`config.mk`:
```
export PLATFORM = sky130hd
export DESIGN_NAME = pgn_front_flat
export DESIGN_NICKNAME = d
export VERILOG_FILES = /design/src/sv/pgn_pkg.sv /design/src/sv/pgn_if.sv /design/src/sv/pgn_front.sv /design/src/flat_wrapper.sv
export VERILOG_INCLUDE_DIRS = /design/src /design/src/sv
export SDC_FILE = /design/constraint.sdc
export NUM_CORES = 1
export LEC_CHECK = 0
export BUFFER_PORTS_ARGS = -buffer_cell sky130_fd_sc_hd__buf_2
export CAP_MARGIN = 25
export CELL_PAD_IN_SITES_DETAIL_PLACEMENT = 1
export CELL_PAD_IN_SITES_GLOBAL_PLACEMENT = 1
export CORE_UTILIZATION = 30
export DETAILED_ROUTE_END_ITERATION = 10
export GPL_ROUTABILITY_DRIVEN = 0
export GPL_TIMING_DRIVEN = 0
export PLACE_DENSITY = 0.57
export SYNTH_ARGS = -nofsm -noshare
export SYNTH_HDL_FRONTEND = slang
export SYNTH_SLANG_ARGS = --single-unit
export TNS_END_PERCENT = 5
```
`constraint.sdc`:
```
create_clock -name i_clk -period 4.7 [get_ports i_clk]
set_input_delay 1.175 -clock i_clk [delete_from_list [all_inputs] [get_ports i_clk]]
set_output_delay 1.175 -clock i_clk [all_outputs]
set_load 0.1 [all_outputs]
```
`src/sv/assert_macros.svh`:
```
// Shared assertion macros
`ifndef ASSERT_MACROS_SVH
`define ASSERT_MACROS_SVH
// Assert an implication on every clock edge outside reset.
`define ASSERT_IMPL(lbl, clk, rst_n, ante, cons) \
    lbl: assert property (@(posedge clk) disable iff (!rst_n) (ante) |-> (cons)) \
        else $error("assertion failed");
// Assert that the consequent holds in the cycle after the antecedent, outside reset.
`define ASSERT_NEXT(lbl, clk, rst_n, ante, cons) \
    lbl: assert property (@(posedge clk) disable iff (!rst_n) (ante) |=> (cons)) \
        else $error("assertion failed");
`endif

```
`src/sv/pgn_pkg.sv`:
```
`timescale 1ns / 1ps
// ----------------------------------------------------------------------------
// pgn_pkg
// Types, widths and helpers for the 2D gradient noise block.
// ----------------------------------------------------------------------------
package pgn_pkg;
    localparam int GRID_WIDTH_DEF  = 256;
    localparam int GRID_HEIGHT_DEF = 256;
    localparam int CRD_W  = 24;
    localparam int GRD_W  = 16;
    localparam int NODE_W = 9;
    localparam int OUT_W  = 16;
    localparam int FRAC_W = 8;
    localparam int DOT_W  = 28;   // two products of 16x10 bits plus a carry
    localparam int FADE_W = 25;   // fade in Q0.24 fits in 0..2^24
    localparam int BLD_W  = 52;

    localparam logic REQ_WRITE = 1'b0;
    localparam logic REQ_QUERY = 1'b1;

    typedef struct packed {
        logic                    req_type;
        logic [NODE_W-1:0]       grid_col;
        logic [NODE_W-1:0]       grid_row;
        logic signed [GRD_W-1:0] grad_x;
        logic signed [GRD_W-1:0] grad_y;
        logic signed [CRD_W-1:0] point_x;
        logic signed [CRD_W-1:0] point_y;
    } t_req;

    typedef struct packed {
        logic signed [OUT_W-1:0] noise_value;
    } t_rsp;

    // fade(f) = 3*f^2*256 - 2*f^3, f in Q0.8, result in Q0.24 (<= 2^24)
    function automatic logic [24:0] fade_f(input logic [FRAC_W-1:0] f);
        logic [15:0] f2;
        logic [23:0] f3;
        logic [25:0] a;
        begin
            f2 = 16'(f) * 16'(f);
            f3 = 24'(f2) * 24'(f);
            a  = 26'(f2) * 26'd768;
            fade_f = 25'(a - 26'({f3, 1'b0}));
        end
    endfunction
endpackage

```
`src/sv/pgn_if.sv`:
```
`timescale 1ns / 1ps
// ----------------------------------------------------------------------------
// pgn_req_if / pgn_rsp_if
// Valid/ready channels for requests and results.
// ----------------------------------------------------------------------------
interface pgn_req_if;
    import pgn_pkg::*;
    logic valid;
    logic ready;
    t_req payload;
    modport source (output valid, output payload, input ready);
    modport sink (input valid, input payload, output ready);
endinterface


```
`src/sv/pgn_front.sv`:
```
`timescale 1ns / 1ps
// ----------------------------------------------------------------------------
// pgn_front
// Accepts requests, wraps query coordinates and splits them into cell and
// fraction, and queues classified operations for the back end.
// ----------------------------------------------------------------------------
module pgn_front #(
    parameter int GRID_WIDTH  = pgn_pkg::GRID_WIDTH_DEF,
    parameter int GRID_HEIGHT = pgn_pkg::GRID_HEIGHT_DEF,
    parameter int CW = $clog2(GRID_WIDTH + 2),
    parameter int CH = $clog2(GRID_HEIGHT + 2)
) (
    input  logic                   i_clk,
    input  logic                   i_rst_n,
    pgn_req_if.sink                s_req,
    output logic                   o_op_valid,
    input  logic                   i_op_ready,
    output logic                   o_op_wr,
    output logic [CW-1:0]          o_op_col,
    output logic [CH-1:0]          o_op_row,
    output logic [2*pgn_pkg::GRD_W-1:0] o_op_grad,
    output logic [pgn_pkg::FRAC_W-1:0]  o_op_fx,
    output logic [pgn_pkg::FRAC_W-1:0]  o_op_fy
);
    import pgn_pkg::*;
    `include "assert_macros.svh"

    localparam int QD = 4;
    localparam int OPW = 1 + CW + CH + 2*GRD_W + 2*FRAC_W;
    localparam int IW = CRD_W - FRAC_W;

    // Integer part mod size: offset to unsigned, take the residue by a
    // reciprocal multiply, then remove the offset's own residue.
    localparam int XS = IW + $clog2(GRID_WIDTH);
    localparam int XM = ((1 << XS) + GRID_WIDTH - 1) / GRID_WIDTH;
    localparam int XK = (1 << (IW - 1)) % GRID_WIDTH;
    localparam int YS = IW + $clog2(GRID_HEIGHT);
    localparam int YM = ((1 << YS) + GRID_HEIGHT - 1) / GRID_HEIGHT;
    localparam int YK = (1 << (IW - 1)) % GRID_HEIGHT;

    function automatic logic [CW-1:0] wrapx(input logic signed [IW-1:0] ip);
        logic [IW-1:0]  u;
        logic [IW+18:0] p;
        logic [IW-1:0]  q;
        logic [IW-1:0]  r;
        begin
            u = {~ip[IW-1], ip[IW-2:0]};
            p = (IW+19)'(u) * (IW+19)'(XM);
            q = IW'(p >> XS);
            r = u - IW'(32'(q) * GRID_WIDTH);
            if (r < IW'(XK)) r = r + IW'(GRID_WIDTH - XK);
            else r = r - IW'(XK);
            wrapx = CW'(r);
        end
    endfunction
    function automatic logic [CH-1:0] wrapy(input logic signed [IW-1:0] ip);
        logic [IW-1:0]  u;
        logic [IW+18:0] p;
        logic [IW-1:0]  q;
        logic [IW-1:0]  r;
        begin
            u = {~ip[IW-1], ip[IW-2:0]};
            p = (IW+19)'(u) * (IW+19)'(YM);
            q = IW'(p >> YS);
            r = u - IW'(32'(q) * GRID_HEIGHT);
            if (r < IW'(YK)) r = r + IW'(GRID_HEIGHT - YK);
            else r = r - IW'(YK);
            wrapy = CH'(r);
        end
    endfunction

    logic [OPW-1:0] r_q [QD];
    logic [1:0] r_wp, r_rp;
    logic [2:0] r_cnt;
    logic       push, pop, ok;
    logic [CW-1:0] col;
    logic [CH-1:0] row;
    t_req rq;

    assign rq = s_req.payload;
    assign s_req.ready = (r_cnt != 3'(QD));
    assign push = s_req.valid && s_req.ready && ok;
    assign pop  = o_op_valid && i_op_ready;
    assign o_op_valid = (r_cnt != 3'd0);

    always_comb begin
        ok = 1'b1;
        if (rq.req_type == REQ_QUERY) begin
            col = wrapx(rq.point_x[CRD_W-1:FRAC_W]);
            row = wrapy(rq.point_y[CRD_W-1:FRAC_W]);
        end else begin
            col = CW'(rq.grid_col);
            row = CH'(rq.grid_row);
            // drop writes outside the table
            if (32'(rq.grid_col) > 32'(GRID_WIDTH) ||
                32'(rq.grid_row) > 32'(GRID_HEIGHT)) ok = 1'b0;
        end
    end

    always_ff @(posedge i_clk) begin
        if (!i_rst_n) begin
            r_wp <= '0; r_rp <= '0; r_cnt <= '0;
        end else begin
            if (push) r_wp <= r_wp + 2'd1;
            if (pop) r_rp <= r_rp + 2'd1;
            r_cnt <= r_cnt + 3'(push) - 3'(pop);
        end
    end

    always_ff @(posedge i_clk) begin
        if (push)
            r_q[r_wp] <= {rq.req_type == REQ_WRITE, col, row,
                          rq.grad_y, rq.grad_x,
                          rq.point_x[FRAC_W-1:0], rq.point_y[FRAC_W-1:0]};
    end

    assign {o_op_wr, o_op_col, o_op_row, o_op_grad, o_op_fx, o_op_fy} = r_q[r_rp];

    `ASSERT_IMPL(a_cnt_max, i_clk, i_rst_n, 1'b1, r_cnt <= 3'(QD))
    `ASSERT_NEXT(a_full_blk, i_clk, i_rst_n, r_cnt == 3'(QD) && !pop,
                 r_cnt == 3'(QD))
    `ASSERT_IMPL(a_ptr, i_clk, i_rst_n, r_cnt == 3'd0, r_wp == r_rp)
endmodule

```
`src/flat_wrapper.sv`:
```
// flat-port wrapper written by rule: the top's interface ports become plain ports
module pgn_front_flat import pgn_pkg::*;
#(
    parameter int GRID_WIDTH  = pgn_pkg::GRID_WIDTH_DEF,
    parameter int GRID_HEIGHT = pgn_pkg::GRID_HEIGHT_DEF,
    parameter int CW = $clog2(GRID_WIDTH + 2),
    parameter int CH = $clog2(GRID_HEIGHT + 2)
)
  (i_clk, i_rst_n, o_op_valid, i_op_ready, o_op_wr, o_op_col, o_op_row, o_op_grad, o_op_fx, o_op_fy, s_req_valid, s_req_payload, s_req_ready);
  pgn_req_if s_req_i ();
  input  logic i_clk;
  input  logic i_rst_n;
  output logic o_op_valid;
  input  logic i_op_ready;
  output logic o_op_wr;
  output logic [CW-1:0] o_op_col;
  output logic [CH-1:0] o_op_row;
  output logic [2*pgn_pkg::GRD_W-1:0] o_op_grad;
  output logic [pgn_pkg::FRAC_W-1:0] o_op_fx;
  output logic [pgn_pkg::FRAC_W-1:0] o_op_fy;
  input wire logic [$bits(s_req_i.valid)-1:0] s_req_valid;
  input wire logic [$bits(s_req_i.payload)-1:0] s_req_payload;
  output wire logic [$bits(s_req_i.ready)-1:0] s_req_ready;
  assign s_req_i.valid = s_req_valid;
  assign s_req_i.payload = s_req_payload;
  assign s_req_ready = s_req_i.ready;
  pgn_front #(.GRID_WIDTH(GRID_WIDTH), .GRID_HEIGHT(GRID_HEIGHT), .CW(CW), .CH(CH)) u_core (.i_clk(i_clk), .i_rst_n(i_rst_n), .s_req(s_req_i), .o_op_valid(o_op_valid), .i_op_ready(i_op_ready), .o_op_wr(o_op_wr), .o_op_col(o_op_col), .o_op_row(o_op_row), .o_op_grad(o_op_grad), .o_op_fx(o_op_fx), .o_op_fy(o_op_fy));
endmodule
```
=== Word level (Yosys, flattened, before mapping) ===
Memory sizes are Yosys's and may differ from the RTL's. A register that Yosys moved wholly into a read port is not among the register bits.
Cells that the tools add are included.

* $lt $le $gt $ge: 4
* Equal/unequal tests: 1
* Muxes and demuxes: 10
* Add/sub/neg operators: 8
* Bitwise logic cells: 3
* Reductions and logical operators: 5

{| class="wikitable"
|+ Operators with widths
! kind !! count
|-
| $mux 9 || 4
|-
| $lt 16x1->1 const B || 2
|-
| $sub 16x16->16 || 2
|-
| $add 9x9->9 const B || 2
|-
| $gt 9x9->1 const B || 2
|-
| $add 2x1->2 const B || 2
|-
| $mux 1 || 4
|-
| $mux 2 || 2
|-
| $add 3x1->3 || 1
|-
| $logic_and 1x1->1 || 3
|-
| $ne 3x3->1 const B || 1
|-
| $not 1->1 || 3
|-
| $reduce_bool 3->1 || 1
|-
| $sub 3x1->3 || 1
|-
| $logic_or 1x1->1 || 1
|}

* Memories kept: 1
* Bits in writable memories: 268
* Word-level logic and storage cells: 35
* Input bits: 103
* Register bits: 7

{| class="wikitable"
|+ Memory list
! memory !! words !! width !! rd ports !! clocked after memory_dff !! wr ports !! line !! text
|-
| u_core.r_q || 4 || 67 || 1 || 1 || 1 || pgn_front.sv:72 || <nowiki>logic [OPW-1:0] r_q [QD];</nowiki>
|}

=== Depth between registers and ports, before layout ===
Gate-level depths: netlist of the first run.

* Depth after elaboration: 7
* Depth in mapped cells: 11

=== Worst setup path after synthesis of the first run ===
No wires, ideal clock.

* Kind: input -> register
* Start point: in s_req_payload[92]
* End point: mem u_core.r_q[0][0] in the netlist's numbering (enable)
* Data required time: 4268 ps
* Path slack: 550 ps
* Arrival time: 3717 ps
* Stages: 5
* Path through: or4_1 o21ai_1 and4_1 buf_4 and2_1

* Longest elaborated chain between the ends: 7

{| class="wikitable"
|+ Ends and longest elaborated chain
! what !! line !! text
|-
| start, declared || flat_wrapper.sv:22 || <nowiki>input wire logic [$bits(s_req_i.payload)-1:0] s_req_payload;</nowiki>
|-
| $gt 9x9->1 || pgn_front.sv:95 || <nowiki>if (32'(rq.grid_col) > 32'(GRID_WIDTH) ||</nowiki>
|-
| $logic_or 1x1->1 || pgn_front.sv:95 ||
|-
| $mux 1 || pgn_front.sv:95 ||
|-
| $mux 1 || pgn_front.sv:88 || <nowiki>if (rq.req_type == REQ_QUERY) begin</nowiki>
|-
| $logic_and 1x1->1 || pgn_front.sv:82 || <nowiki>assign push = s_req.valid && s_req.ready && ok;</nowiki>
|-
| named net u_core.push || pgn_front.sv:75 || <nowiki>logic push, pop, ok;</nowiki>
|-
| $mux 1 || pgn_front.sv:111 || <nowiki>if (push)</nowiki>
|-
| $mux 1 (not written as such) || pgn_front.sv:112 || <nowiki>r_q[r_wp] <= {rq.req_type == REQ_WRITE, col, row,</nowiki>
|-
| end, declared || pgn_front.sv:72 ||
|}

The timed path passes the listed nets, and every way through them passes these cells.

==> results.toml, run 1 <==
[status]
outcome = "finished clean"

[die]
die_x_um = 188
initial_core_util = 0.307
ioPinCount = 172
core-area_mm2 = 0.0337
die-area_mm2 = 0.0352
die_h_um = 188
rows = 67

[clock_tree]
h-tree-depth = 1
cts_resized = 0
postCtsSetupBuffers = 0
numCtsBuffers = 29
cts_sinks = 277
cts-root-buf = "clkbuf_16"
clockBufferDepth = 3
clkLatencyLatePin_ps = 540
cts_tree = "done"
clkTransAtPathRegs_ps = 60
ctsHoldBuffers = 0

[detailed_routing]
drc = 0
drtIter0Drc = 229
wl_per_cell_um = 20.2
dr.pass1.iters = 4
drtAntennaViolNets = 0
routed_via_density = 4.50
vias = 4856
routed_wl_um = 21800

[critical_path]
path_common_cell = "buf_2"
cpMaxStageDelayCell = "buf_1"
critPathArrivalTime_ps = 2600
worstPathMaxFanout = 10
ff2ff_path_depth = 9
cp-start-kind = "flop"
path_cells = "buf_2, buf_1, mux4_2, buf_2"
critical-path-max-stage-delay_ps = 570
crit_cells = 4
crit_buf_inv = 3
crit_type = "reg2out"
endpoint_kind = "primary output"
crit_required_ps = 3520
critPathTopFamily = "buffers and inverters"

[sta]
clock_skew_ps = 16.8
timing.fmax_ghz = 0.265
hold_violations = 0
rsz0062_at_grt = "no"
period_minus_slack_ps = 3780
setup_viol = 0
tightest_slew_ps = 724
drv_slew = 0
post-route-period-util = 0.803
slew_headroom = 0.517

[hold_path]
min_path_type = "reg2reg"
holdPathStages = 2

[global_route]
antenna_found_initial = 1
grt_pass1_wl_um = 33900
grt_pass1_vias = 5678
grtUsageMet3 = 0.0281
grt.met2_usage = 0.227
top_usage_layer = "met2"
grt_max_degree = 36
grt_remaining_overflow = 0
grt_use_total = 0.126
grtUsageMet1 = 0.152

[finish]
layout.nets = 724
layout-drive-gt1-share = 0.463
fin_cells = 1079
area_growth_pct = 21.6
layout_common_cells = "edfxtp_1, buf_2, mux4_2"
final_common_cell = "edfxtp_1"
insertedDiodeCount = 0

[yosys]
yosysWarnings = 0
yosysTopAreaCell = "edfxtp_1"
syn_nets = 536
synth_area_mm2 = 0.0103
synthCells = 426
synth_seq_cells = 277
synth.avg_cell_area_um2 = 24.3
synthTopCellsByArea = "edfxtp_1, mux4_2, dfxtp_1, mux2_2, ha_1"
yosys.area.top_type_share = 0.778
netlist-cell-type-count = 23
yosysSeqAreaShare = 0.795

[placed_design]
dpl.hpwl_um = 14200
dp_cells = 1031
io_buffers = 153

[job]
maxCapViolations = 0

[pwr]
p_leak_nw = 4.18
power.total_mw = 7.92
ir_worst_vdd_uv = 576
p_per_area_mw_per_mm2 = 629
## sequential cells by signal (all words and copies together), names as in the netlist, named ones only
name          cells
u_core.r_cnt      3
u_core.r_q      268
u_core.r_rp       2
u_core.r_wp       2
## kinds of logic after synthesis
logic type | synth area share
adder cells (fa/ha/maj) | 0.00919
multiplexers | 0.165
AO/OA/AOI/OAI | 0.00181
flip-flops | 0.795
buffers and inverters | 0.0112
AND/OR/NAND/NOR | 0.0141
XOR/XNOR | 0.00339
## power by group
group	switching [mW]	internal (mW)
registers	0.0446	2.87
clock network	0.893	1.12
logic	2.34	0.655
## per-stage QoR
stage / TNS [ps] / utilization / area (um2) / hold WS, ps / setup WS (ps)
2_1_floorplan: 0 / - / 10300 / 468 / 550
3_3_place_gp: -278800 / 0.346 / 11700 / 475 / -1060
3_5_place_dp: 0 / 0.349 / 11800 / 507 / 1000
4_1_cts: 0 / 0.373 / 12600 / 516 / 831
5_1_grt: 0 / 0.373 / 12600 / 549 / 753
6_report: 0 / 0.373 / 12600 / 510 / 925
## routing by layer
layer,share of wire,wire length [um],vias up
met1,0.41,8860,2519
met5,0.00060,13,-
li1,-,-,2160
met4,0.018,400,2
met2,0.52,11300,141
met3,0.055,1210,34
## path summary, 6_finish.rpt
kind	endpoint	slack (ps)	startpoint
setup reg to reg	u_core.r_cnt[2]$_SDFF_PN0_	2370	u_core.r_cnt[1]$_SDFF_PN0_
setup / recovery	o_op_grad[10]	920	flop
hold / removal	u_core.r_wp[1]$_SDFFE_PN0P_	510	u_core.r_wp[1]$_SDFFE_PN0P_
hold reg to reg	u_core.r_wp[1]$_SDFFE_PN0P_	510	u_core.r_wp[1]$_SDFFE_PN0P_
## synth_stat cells, drive strengths merged
| library cell | number |
|---|---|
| edfxtp | 268 |
| o31a | 1 |
| clkbuf | 2 |
| nor2b | 3 |
| o21ai | 2 |
| mux2 | 16 |
| ha | 6 |
| dfxtp | 9 |
| nand2 | 6 |
| and4 | 1 |
| and2 | 9 |
| mux4 | 67 |
| or3 | 1 |
| or4 | 4 |
| inv | 6 |
| mux2i | 2 |
| xnor2 | 3 |
| xor2 | 1 |
| buf | 17 |
| fa | 1 |
| nor2 | 1 |
## worst min-delay path: stages (launching register included)
cell,delay [ps]
dfxtp_1,340
nand2_1,60
mux2i_1,60
## cell type report
type	count	area, um2
clock inverter	14	70.1
tap	448	561
inverter	6	22.5
buffer	19	93.8
fill	3335	21100
sequential	277	8230
multi-input combinational	124	2010
timing repair buffer	157	846
clock buffer	34	744
Note: power is estimated with default switching activity, not from simulation.
==> run 2, diff against run 1 <==
==> constraint.sdc (replaced) <==
create_clock -name i_clk -period 3.5 [get_ports i_clk]
set_input_delay 0.875 -clock i_clk [delete_from_list [all_inputs] [get_ports i_clk]]
set_output_delay 0.875 -clock i_clk [all_outputs]
set_load 0.1 [all_outputs]
==> results.toml, run 2 (synthesized netlist as in run 1, its figures left out) <==
[clock_tree]
cts-root-buf = "clkbuf_16"
clockBufferDepth = 3
numCtsBuffers = 30
clkLatencyLatePin_ps = 540
cts_sinks = 277
cts_resized = 5
h-tree-depth = 1
cts_tree = "done"
postCtsSetupBuffers = 0
clkTransAtPathRegs_ps = 60
ctsHoldBuffers = 0

[critical_path]
endpoint_kind = "primary output"
crit_type = "reg2out"
cpMaxStageDelayCell = "mux4_2"
critical-path-max-stage-delay_ps = 540
crit_buf_inv = 4
cp-start-kind = "flop"
critPathTopFamily = "buffers and inverters"
path_cells = "clkbuf_1, buf_6, buf_6, mux4_2, buf_2"
worstPathMaxFanout = 10
path_common_cell = "buf_6"
crit_required_ps = 2620
critPathArrivalTime_ps = 2420

[pwr]
ir_worst_vdd_uv = 440
internal-power_mw = 6.86
power.total_mw = 11.3
p_clk_frac = 0.295
p_leak_nw = 4.31
power_frac_seq = 0.347
p_per_area_mw_per_mm2 = 875
p_switching_mw = 4.39
switching_share = 0.390
power_frac_comb = 0.358

[die]
rows = 67
die_h_um = 188
die_x_um = 188
core-area_mm2 = 0.0337
initial_core_util = 0.307
ioPinCount = 172
die-area_mm2 = 0.0352

[placed_design]
io_buffers = 153
dp_slack_ps = 217
dpl.hpwl_um = 13900

[finish]
largest_register_ffs = 268
layout-drive-gt1-share = 0.469
area_growth_pct = 24.3
largestRegisters = "u_core.r_q: 268 flops, u_core.r_cnt: 3 flops"
final_common_cell = "edfxtp_1"
insertedDiodeCount = 0
utilization = 0.382
layout_common_cells = "edfxtp_1, buf_2, mux4_2"
top_register = "u_core.r_q"
layout.nets = 725

[global_route]
grt_remaining_overflow = 0
grt_pass1_vias = 5647
antenna_found_initial = 1
grt_pass1_wl_um = 33400
grt_use_total = 0.125
grt_max_degree = 49

[detailed_routing]
vias = 4935
routed_via_density = 4.55
drtIter0Drc = 286
dr.pass1.iters = 4
drtAntennaViolNets = 0
wl_per_cell_um = 20.1
drc = 0
routed_wl_um = 21800

[sta]
tightest_slew_ps = 713
rsz0062_at_grt = "no"
drv_slew = 0
slew_headroom = 0.525
hold_violations = 0
timing.fmax_ghz = 0.303
fin_ws_ps = 205
period_minus_slack_ps = 3300
post-route-period-util = 0.941
clock_skew_ps = 9.80
fin_hold_ws_ps = 514
setup_viol = 0

[status]
outcome = "finished clean"

[hold_path]
min_path_type = "reg2reg"

[job]
maxCapViolations = 0
==> run 2: power by group through the flow <==
stage               Clock, mW  Sequential (mW)  Combinational, mW
floorplan                   0             3.97               3.40
detailed placement          0             3.98               4.08
global placement            0             3.99               4.02
finish                   3.32             3.91               4.03
global route             3.53             3.93               4.21
CTS                      3.43             3.91               4.10
==> run 2: final timing paths <==
path                                                   from                           to  slack, ps  cells after the start
worst max-delay path                                   flop                 o_op_grad[9]        200                      5
worst min-delay path            u_core.r_wp[1]$_SDFFE_PN0P_  u_core.r_wp[1]$_SDFFE_PN0P_        510                      2
worst max register to register   u_core.r_cnt[1]$_SDFF_PN0_   u_core.r_cnt[2]$_SDFF_PN0_       1280                      9
worst min register to register  u_core.r_wp[1]$_SDFFE_PN0P_  u_core.r_wp[1]$_SDFFE_PN0P_        510                      2
==> run 2: worst min-delay path, stage by stage (launching register included) <==
cell and delay, ps:
dfxtp_1 340, nand2_1 70, mux2i_1 60
==> run 2: routing by layer <==
| metal | vias to the layer above | track usage | share of wire |
|---|---|---|---|
| met5 | - | 0 | 0.00055 |
| met4 | 2 | 0.0297 | 0.016 |
| met3 | 29 | 0.0275 | 0.053 |
| met2 | 128 | 0.222 | 0.52 |
| met1 | 2600 | 0.155 | 0.41 |
| li1 | 2176 | - | - |
==> run 2: metrics by stage <==
stage,instance area (um2),cells,setup TNS [ps]
detailed placement,11800,1031,0
global placement,11700,1027,-461310
finish,12900,1084,0
global route,12900,1084,0
CTS,12900,1084,0
floorplan,10300,426,-70250
==> run 2: final cells by class <==
cell class / instances / area (um2)
Buffer: 19 / 115
Clock buffer: 36 / 795
Clock inverter: 17 / 256
Fill cell: 3333 / 20800
Inverter: 6 / 22.5
Multi-Input combinational cell: 124 / 2010
Sequential cell: 277 / 8230
Tap cell: 448 / 561
Timing Repair Buffer: 157 / 876
==> run 3, diff against run 2 <==
--- a/config.mk
+++ b/config.mk
@@ -10,11 +10,11 @@
 export CAP_MARGIN = 25
 export CELL_PAD_IN_SITES_DETAIL_PLACEMENT = 1
 export CELL_PAD_IN_SITES_GLOBAL_PLACEMENT = 1
-export CORE_UTILIZATION = 30
+export CORE_UTILIZATION = 25
 export DETAILED_ROUTE_END_ITERATION = 10
 export GPL_ROUTABILITY_DRIVEN = 0
 export GPL_TIMING_DRIVEN = 0
-export PLACE_DENSITY = 0.57
+export PLACE_DENSITY = 0.5
 export SYNTH_ARGS = -nofsm -noshare
 export SYNTH_HDL_FRONTEND = slang
 export SYNTH_SLANG_ARGS = --single-unit
==> results.toml, run 3 (synthesized netlist as in run 1, its figures left out) <==
[die]
initial_core_util = 0.253
core-area_mm2 = 0.0408
die-area_mm2 = 0.0422
die_h_um = 205
rows = 74
ioPinCount = 172
die_x_um = 205

[global_route]
grt_remaining_overflow = 0
grt_pass1_vias = 5621
grt_pass1_wl_um = 34100
antenna_found_initial = 0
grt_use_total = 0.109
grt_max_degree = 50

[sta]
drv_slew = 0
clock_skew_ps = 8.98
hold_violations = 0
timing.fmax_ghz = 0.302
tightest_slew_ps = 681
final.setup.tns_ps = 0
slew_headroom = 0.546
rsz0062_at_grt = "no"
fin_hold_ws_ps = 518
post-route-period-util = 0.945
setup_viol = 0
period_minus_slack_ps = 3310

[pwr]
power_frac_seq = 0.353
p_per_area_mw_per_mm2 = 859
switching_share = 0.400
p_switching_mw = 4.43
p_leak_nw = 4.30
power_frac_comb = 0.363
ir_worst_vdd_uv = 312
p_clk_frac = 0.284
internal-power_mw = 6.65

[finish]
layout_common_cells = "edfxtp_1, buf_2, mux4_2"
final_common_cell = "edfxtp_1"
multi_input_area_mm2 = 0.00201
insertedDiodeCount = 0
n_fill_cell = 4115
layout-drive-gt1-share = 0.480
fin_cells = 1169
layout.nets = 724
area_growth_pct = 24.7
largestRegisters = "u_core.r_q: 268 flops, u_core.r_cnt: 3 flops"
top_register = "u_core.r_q"
largest_register_ffs = 268
utilization = 0.316
seqCellArea_mm2 = 0.00823

[clock_tree]
cts-root-buf = "clkbuf_16"
ctsHoldBuffers = 0
cts_tree = "done"
numCtsBuffers = 30
clkTransAtPathRegs_ps = 60
h-tree-depth = 1
cts_sinks = 277
clkLatencyLatePin_ps = 550
clockBufferDepth = 3

[detailed_routing]
drtAntennaViolNets = 0
routed_via_density = 4.20
routed_wl_um = 22500
drtIter0Drc = 151
drc = 0
dr.pass1.iters = 4
vias = 4908
wl_per_cell_um = 19.2

[placed_design]
dp_cells = 1115
dpl.hpwl_um = 14400
io_buffers = 153

[critical_path]
crit_buf_inv = 3
crit_required_ps = 2620
path_cells = "buf_6, buf_4, mux4_2, buf_2"
cp-start-kind = "flop"
crit_type = "reg2out"
endpoint_kind = "primary output"
critPathTopFamily = "buffers and inverters"
critPathArrivalTime_ps = 2430
critical-path-max-stage-delay_ps = 540
cpMaxStageDelayCell = "mux4_2"
worstPathMaxFanout = 10

[status]
outcome = "finished clean"

[job]
maxCapViolations = 0

[hold_path]
min_path_type = "reg2reg"
==> run 3: changes by cell type in the layout (fill, tap and decap cells not counted), sizes merged <==
cell | previous run | this run
clkinv | 8 | 11
clkbuf | 38 | 41
clkinvlp | 2 | 1
bufinv | 7 | 3
==> run 3: layer usage <==
metal / up-vias / GRT usage / share of wire
li1: 2173 / - / -
met1: 2576 / 0.132 / 0.41
met2: 129 / 0.192 / 0.51
met3: 30 / 0.0268 / 0.060
met4: 0 / 0.0320 / 0.018
met5: - / 0 / 0
==> run 3: what timing repair did <==
| item | 4_1_cts | 5_1_grt |
|---|---|---|
| setup endpoints to repair | 30 | 0 |
| hold endpoints to repair | 0 | 0 |
| gates resized for setup | 5 | 0 |
| setup buffers | 0 | 0 |
==> run 3: area by class of cell <==
type | instances | area share
clock inverters | 15 | 0.0117
inverters | 6 | 0.00174
flip-flops and latches | 277 | 0.637
clock buffers | 40 | 0.0658
plain buffers | 18 | 0.00775
multi-input cells | 124 | 0.156
well taps | 532 | 0.0516
repair buffers | 157 | 0.0679
==> run 3: metrics by stage <==
step / total power, mW / setup slack (ps) / cell area, um2
final: 11.1 / 193 / 12900
after global routing: 11.5 / 22.5 / 12900
after CTS: 11.3 / 76.4 / 12900
after detailed placement: 8.08 / 264 / 11900
after global placement: 8.03 / -2140 / 11800
after floorplan: 7.37 / -350 / 10300
==> run 3: final timing paths <==
kind | startpoint | to | slack [ps] | cells after the start
worst min register to register | u_core.r_wp[1]$_SDFFE_PN0P_ | u_core.r_wp[1]$_SDFFE_PN0P_ | 520 | 2
worst max register to register | u_core.r_cnt[1]$_SDFF_PN0_ | u_core.r_cnt[2]$_SDFF_PN0_ | 1290 | 9
worst max-delay path | flop | o_op_grad[19] | 190 | 4
worst min-delay path | u_core.r_wp[1]$_SDFFE_PN0P_ | u_core.r_wp[1]$_SDFFE_PN0P_ | 520 | 2
==> run 3: power by group through the flow <==
stage | Combinational (mW) | Clock, mW | Sequential (mW)
5_1_grt | 4.20 | 3.37 | 3.94
4_1_cts | 4.11 | 3.27 | 3.92
3_3_place_gp | 4.04 | 0 | 3.99
6_report | 4.02 | 3.15 | 3.92
3_5_place_dp | 4.10 | 0 | 3.98
2_1_floorplan | 3.40 | 0 | 3.97
==> run 3: worst min-delay path, delay by kind of cell, from the launching register on <==
family           cells  cell delay [ps]
muxes                1               60
DFF                  1              330
and+or+nand+nor      1               70
